[config.mk]
export PLATFORM = sky130hd
export DESIGN_NAME = mrrs_acc
export DESIGN_NICKNAME = d
export VERILOG_FILES = /design/src/hw/rtl/mrrs_pkg.sv /design/src/hw/rtl/mrrs_acc.sv
export SDC_FILE = /design/constraint.sdc
export NUM_CORES = 2
export LEC_CHECK = 0
export ABC_AREA = 0
export BUFFER_PORTS_ARGS = -buffer_cell sky130_fd_sc_hd__clkbuf_2
export CAP_MARGIN = 20
export CORE_ASPECT_RATIO = 1.75
export CORE_MARGIN = 3
export CORE_UTILIZATION = 64
export DETAILED_ROUTE_END_ITERATION = 8
export PLACE_DENSITY = 0.81
export SLEW_MARGIN = 20
export SYNTH_ARGS = -nofsm -noshare
export SYNTH_HDL_FRONTEND = slang
export SYNTH_SLANG_ARGS = --single-unit
[constraint.sdc]
create_clock -name clk -period 22.3 [get_ports clk]
set_input_delay 4.46 -clock clk [delete_from_list [all_inputs] [get_ports clk]]
set_output_delay 4.46 -clock clk [all_outputs]
set_load 0.01 [all_outputs]
[src/hw/rtl/mrrs_pkg.sv]
`timescale 1ns / 1ps

package mrrs_pkg;

  localparam int MAX_ROWS  = 16;
  localparam int MAX_COLS  = 16;
  localparam int ELEM_BITS = 16;

  localparam int ROW_W     = (MAX_ROWS > 1) ? $clog2(MAX_ROWS) : 1;
  localparam int COL_W     = (MAX_COLS > 1) ? $clog2(MAX_COLS) : 1;
  localparam int CNT_W     = (ROW_W > COL_W) ? ROW_W : COL_W;
  localparam int ADDR_W    = ROW_W + COL_W;
  localparam int MEM_DEPTH = MAX_ROWS * MAX_COLS;

  // fixed field widths of the stream beats
  localparam int FUNC_W     = 3;
  localparam int IDX_W      = 4;
  localparam int VAL_W      = 16;
  localparam int CFG_W      = 5;
  localparam int IN_DATA_W  = 24;
  localparam int IN_USER_W  = 4;
  localparam int ACC_W      = 64;
  localparam int OUT_USER_W = 2;

  // operation codes
  localparam logic [FUNC_W-1:0] FN_WRITE  = 3'd0;
  localparam logic [FUNC_W-1:0] FN_ALL    = 3'd1;
  localparam logic [FUNC_W-1:0] FN_BORDER = 3'd2;
  localparam logic [FUNC_W-1:0] FN_ROW    = 3'd3;
  localparam logic [FUNC_W-1:0] FN_COL    = 3'd4;
  localparam logic [FUNC_W-1:0] FN_SWAP_R = 3'd5;
  localparam logic [FUNC_W-1:0] FN_SWAP_C = 3'd6;

  // configuration register indexes
  localparam logic CFG_ROWS = 1'b0;
  localparam logic CFG_COLS = 1'b1;

  typedef struct packed {
    logic clr;
    logic start;
    logic mul;
  } acc_ctl_t;

  typedef struct packed {
    logic done;
    logic sat;
  } acc_stat_t;

  // rows in use minus one, with zero acting as one and overflow clamped
  function automatic logic [ROW_W-1:0] rows_m1(input logic [CFG_W-1:0] v);
    logic [ROW_W-1:0] r;
    if (v == '0) r = '0;
    else if (int'(v) > MAX_ROWS) r = ROW_W'(MAX_ROWS - 1);
    else r = ROW_W'(v - CFG_W'(1));
    return r;
  endfunction

  function automatic logic [COL_W-1:0] cols_m1(input logic [CFG_W-1:0] v);
    logic [COL_W-1:0] r;
    if (v == '0) r = '0;
    else if (int'(v) > MAX_COLS) r = COL_W'(MAX_COLS - 1);
    else r = COL_W'(v - CFG_W'(1));
    return r;
  endfunction

  // sign-extend or truncate a written value to the element width
  function automatic logic [ELEM_BITS-1:0] elem_fit(input logic [VAL_W-1:0] v);
    logic signed [31:0] w;
    w = 32'(signed'(v));
    return w[ELEM_BITS-1:0];
  endfunction

endpackage

[src/hw/rtl/mrrs_acc.sv]
`timescale 1ns / 1ps

module mrrs_acc import mrrs_pkg::*; (
  input  logic                        clk,
  input  logic                        rst_n,
  input  acc_ctl_t                    ctl,
  input  logic signed [ELEM_BITS-1:0] elem,
  output logic signed [ACC_W-1:0]     total,
  output acc_stat_t                   stat
);

  localparam int HALF   = ACC_W / 2;
  localparam int PP_W   = HALF + ELEM_BITS;
  localparam int PROD_W = ACC_W + ELEM_BITS;

  localparam logic [ACC_W-1:0] ACC_MAX = {1'b0, {(ACC_W-1){1'b1}}};
  localparam logic [ACC_W-1:0] ACC_MIN = {1'b1, {(ACC_W-1){1'b0}}};

  localparam logic [2:0] A_IDLE = 3'd0;
  localparam logic [2:0] A_LO   = 3'd1;
  localparam logic [2:0] A_HI   = 3'd2;
  localparam logic [2:0] A_SUM  = 3'd3;
  localparam logic [2:0] A_FIN  = 3'd4;

  logic [2:0]           st_r, st_nxt;
  logic                 done_r, done_nxt;
  logic                 sat_r, sat_nxt;
  logic [ACC_W-1:0]     acc_r, acc_nxt;
  logic [ACC_W-1:0]     ma_r, ma_nxt;
  logic [ELEM_BITS-1:0] mb_r, mb_nxt;
  logic                 neg_r, neg_nxt;
  logic [PP_W-1:0]      pp_lo_r, pp_lo_nxt;
  logic [PP_W-1:0]      pp_hi_r, pp_hi_nxt;
  logic [PROD_W-1:0]    prod_r, prod_nxt;

  logic [ACC_W-1:0]     elem_ext;
  logic [ACC_W-1:0]     sum;
  logic                 add_ovf;
  logic [ACC_W-1:0]     ma;
  logic [ELEM_BITS-1:0] mb;
  logic [HALF-1:0]      mul_op;
  logic [PP_W-1:0]      mul_out;
  logic [PROD_W-1:0]    prod_sum;
  logic                 mul_over;
  logic [ACC_W-1:0]     mul_val;

  assign elem_ext = {{(ACC_W-ELEM_BITS){elem[ELEM_BITS-1]}}, elem};
  assign sum      = acc_r + elem_ext;
  assign add_ovf  = (acc_r[ACC_W-1] == elem_ext[ACC_W-1]) && (sum[ACC_W-1] != acc_r[ACC_W-1]);

  assign ma = acc_r[ACC_W-1] ? (ACC_W'(0) - acc_r) : acc_r;
  assign mb = elem[ELEM_BITS-1] ? (ELEM_BITS'(0) - elem) : elem;

  // one shared 32 x ELEM_BITS multiplier, low half first, then high half
  assign mul_op  = (st_r == A_LO) ? ma_r[HALF-1:0] : ma_r[ACC_W-1:HALF];
  assign mul_out = PP_W'(mul_op) * PP_W'(mb_r);

  assign prod_sum = (PROD_W'(pp_hi_r) << HALF) + PROD_W'(pp_lo_r);

  // clip when the magnitude passes 2^63 - 1, or 2^63 for a negative result
  assign mul_over = neg_r
    ? ((prod_r[PROD_W-1:ACC_W] != '0) || (prod_r[ACC_W-1] && (prod_r[ACC_W-2:0] != '0)))
    : (prod_r[PROD_W-1:ACC_W-1] != '0);
  assign mul_val = neg_r ? (ACC_W'(0) - prod_r[ACC_W-1:0]) : prod_r[ACC_W-1:0];

  always_comb begin
    st_nxt    = st_r;
    done_nxt  = 1'b0;
    sat_nxt   = sat_r;
    acc_nxt   = acc_r;
    ma_nxt    = ma_r;
    mb_nxt    = mb_r;
    neg_nxt   = neg_r;
    pp_lo_nxt = pp_lo_r;
    pp_hi_nxt = pp_hi_r;
    prod_nxt  = prod_r;
    unique case (st_r)
      A_IDLE: begin
        if (ctl.clr) begin
          acc_nxt = ctl.mul ? ACC_W'(1) : '0;
          sat_nxt = 1'b0;
        end else if (ctl.start) begin
          if (ctl.mul) begin
            ma_nxt  = ma;
            mb_nxt  = mb;
            neg_nxt = acc_r[ACC_W-1] ^ elem[ELEM_BITS-1];
            st_nxt  = A_LO;
          end else begin
            acc_nxt  = add_ovf ? (acc_r[ACC_W-1] ? ACC_MIN : ACC_MAX) : sum;
            sat_nxt  = sat_r | add_ovf;
            done_nxt = 1'b1;
          end
        end
      end
      A_LO: begin
        pp_lo_nxt = mul_out;
        st_nxt    = A_HI;
      end
      A_HI: begin
        pp_hi_nxt = mul_out;
        st_nxt    = A_SUM;
      end
      A_SUM: begin
        prod_nxt = prod_sum;
        st_nxt   = A_FIN;
      end
      A_FIN: begin
        acc_nxt  = mul_over ? (neg_r ? ACC_MIN : ACC_MAX) : mul_val;
        sat_nxt  = sat_r | mul_over;
        done_nxt = 1'b1;
        st_nxt   = A_IDLE;
      end
      default: begin
        st_nxt = A_IDLE;
      end
    endcase
  end

  always_ff @(posedge clk) begin
    if (!rst_n) begin
      st_r   <= A_IDLE;
      done_r <= 1'b0;
      sat_r  <= 1'b0;
    end else begin
      st_r   <= st_nxt;
      done_r <= done_nxt;
      sat_r  <= sat_nxt;
    end
  end

  always_ff @(posedge clk) begin
    acc_r   <= acc_nxt;
    ma_r    <= ma_nxt;
    mb_r    <= mb_nxt;
    neg_r   <= neg_nxt;
    pp_lo_r <= pp_lo_nxt;
    pp_hi_r <= pp_hi_nxt;
    prod_r  <= prod_nxt;
  end

  assign total     = acc_r;
  assign stat.done = done_r;
  assign stat.sat  = sat_r;

endmodule
==> impl_metrics.tcl <==
set metrics [dict create \
    status "finished, final reports clean" \
    numCtsBuffers 27 \
    synth_warnings 0 \
    syn2layout_area_growth_pct 5.11 \
    syn-instance-count 3680 \
    die_h_um 318 \
    grt.overflow.total 0 \
    syn_avg_cell_area_um2 9.69 \
    yosysTopAreaCellShare_pct 27.0 \
    vias 28400 \
    required_ns 22.61 \
    postCtsHoldBufs 0 \
    fin_crit_sh_pct 40.3 \
    port_buffers 86 \
    seqCellArea_um2 9740 \
    synth.most_common_cell "inv_1" \
    critical_path_class "reg -> reg" \
    drtPass1Iterations 6 \
    grt_pass1_wl_mm 164 \
    nNetsFinal 4296 \
    gp_congestion 1.02 \
    multi_input_area_um2 23400 \
    crit_path_start_kind "flop" \
    fp.dieW_um 184 \
    grt_usage_pct 36.5 \
    design.portCount 87 \
    final_util_pct 68.5 \
    h-tree-depth 1 \
    rows 113 \
    setup_viol 0 \
    endpoint_kind "flop" \
    clock_skew_ns 0.0279 \
    layout-drive-gt1-share_pct 6.59 \
    clock_sinks 326 \
    start_util_pct 65.2 \
    rsz0062_at_grt "no" \
    max_slew_margin_pct 24.8 \
    first_global_vias 29500 \
    async_reset_ff_share_pct 0 \
    antenna_found_initial 1 \
    synth_edf_count 321 \
    core_area_um2 54700 \
    yosys.area.top_type "edfxtp_1" \
    clkTransAtPathRegs_ns 0.07 \
    path_max_fanout 49 \
    finalSetupTns_ns 0 \
    ys_top_cells_by_count "inv_1, nand2_1, fa_1" \
    yosysSeqAreaShare_pct 27.3 \
    wire_per_inst_um 24.3 \
    cap_violations 0 \
    design.die.area_um2 58700 \
    clk_latency_ns 0.59 \
    cts_tree "yes" \
    ys_seq_elements 326 \
    hold_ws_ns 0.420 \
    hold_viol 0 \
    cts_resized 0 \
    finalMaxSlewViolations 0 \
    syn_area_um2 35700 \
    ant_nets 0 \
    vias_per_cell 6.50 \
    holdCritPathClass "reg -> reg" \
    drc 0 \
    clock_path_buffers 3 \
    final_area_um2 37500 \
    hpwl_mm 82.6 \
    synth_fp_nets 4323 \
    grt_max_degree 81 \
    finalCriticalPeriod_ns 8.99 \
    ys.flop_type "edfxtp_1" \
    ys_types 78 \
    synth.area.top_cells "edfxtp_1, fa_1, ha_1, inv_1, nand2_1" \
    post_dp_cell_area_um2 36600 \
    drtIter0Drc 2656 \
    drt-total-wl_mm 106 \
    nFillCells 4225 \
    cts-root-buf "clkbuf_16" \
    fmax_mhz 111 \
    worst_pin_slew_ns 1.13 \
    worstPathArrival_ns 9.30 \
    cts_setup_buffers 0 \
]
## sequential cells by signal, indices dropped and copies added, names as in the netlist
| signal | cells |
|---|---|
| done_r | 1 |
| ma_r | 64 |
| mb_r | 16 |
| neg_r | 1 |
| pp_hi_r | 48 |
| pp_lo_r | 48 |
| prod_r | 80 |
| sat_r | 1 |
| st_r | 3 |
| total | 64 |
## final cells by class
type,count,area share [%]
Antenna cell,1,0.00668
Tap cell,690,2.30
Clock buffer,32,1.85
Sequential cell,326,26.0
Inverter,495,4.96
Timing Repair Buffer,118,1.79
Multi-Input combinational cell,2685,62.6
Clock inverter,17,0.528
## layer usage
metal / wire length (um) / vias to the layer above / GRT usage, %
li1: - / 12300 / -
met1: 34500 / 14000 / 39.1
met2: 54500 / 1523 / 64.1
met3: 6510 / 523 / 3.99
met4: 10700 / 0 / 29.1
met5: 0 / - / 0
## path summary, 6_finish.rpt
path	start	to	slack, ns	cells after the start
setup reg to reg	st_r[0]	pp_lo_r[45]	13.31	26
hold / removal	pp_lo_r[16]	prod_r[16]	0.42	0
hold reg to reg	pp_lo_r[16]	prod_r[16]	0.42	0
setup / recovery	st_r[0]	pp_lo_r[45]	13.31	26
## worst max-delay path, cell delays in order (launching register included)
cell	delay, ns
dfxtp_1	0.47
nor3b_2	0.21
buf_4	0.56
buf_4	0.55
mux2_2	0.57
nand2_1	0.15
fa_1	0.53
fa_1	0.49
inv_1	0.08
ha_1	0.14
inv_1	0.06
fa_1	0.53
inv_1	0.04
ha_1	0.27
inv_1	0.05
fa_1	0.54
inv_1	0.05
ha_1	0.35
a21oi_1	0.30
o221ai_1	0.17
a221oi_1	0.82
nor4_1	0.26
o21ai_0	0.36
a2111oi_0	0.21
nor3_1	0.44
o21ai_0	0.26
xor2_1	0.20
## metrics by stage
step / cells / setup slack [ns]
floorplan: 3680 / 9.31
global placement: 4314 / 13.26
detailed placement: 4314 / 13.33
CTS: 4363 / 13.47
global route: 4363 / 12.97
finish: 4364 / 13.31
## placed cells by master (no fill, tap or decap), types with 7 or more instances in the layout
cell,instances
mux2_2,33
nor3b_1,8
a21boi_0,9
nor4_1,21
o2111ai_1,7
fa_1,420
o22ai_1,14
nand2_1,457
o41ai_1,20
o211ai_1,42
nor2b_1,13
nand4_1,42
a211oi_1,22
nor3_1,56
o221ai_1,17
a21o_1,53
edfxtp_1,321
nor2_1,116
inv_1,495
o21bai_1,29
buf_4,32
nand3_1,38
mux2i_1,13
or3_1,34
o31ai_1,46
nand2b_1,14
a21oi_1,141
o21ai_0,181
xor2_1,98
or4_1,17
ha_1,202
clkbuf_2,86
or2_2,13
and2_1,218
o21a_1,13
and3_1,12
clkbuf_16,27
a31oi_1,20
xnor2_1,154
## cell families after synthesis
| group | Yosys count | share of synthesized area, % |
|---|---|---|
| and+or+nand+nor | 1097 | 15.3 |
| adders and majority gates | 622 | 30.7 |
| buffers and inverters | 669 | 7.08 |
| xor gates and xnor gates | 252 | 6.19 |
| DFF | 326 | 27.3 |
| AOI/OAI and AO/OA | 668 | 12.1 |
| muxes | 46 | 1.41 |
Power is not shown: default switching activity piles up to over one toggle a cycle in this logic, so the estimate is an artifact.
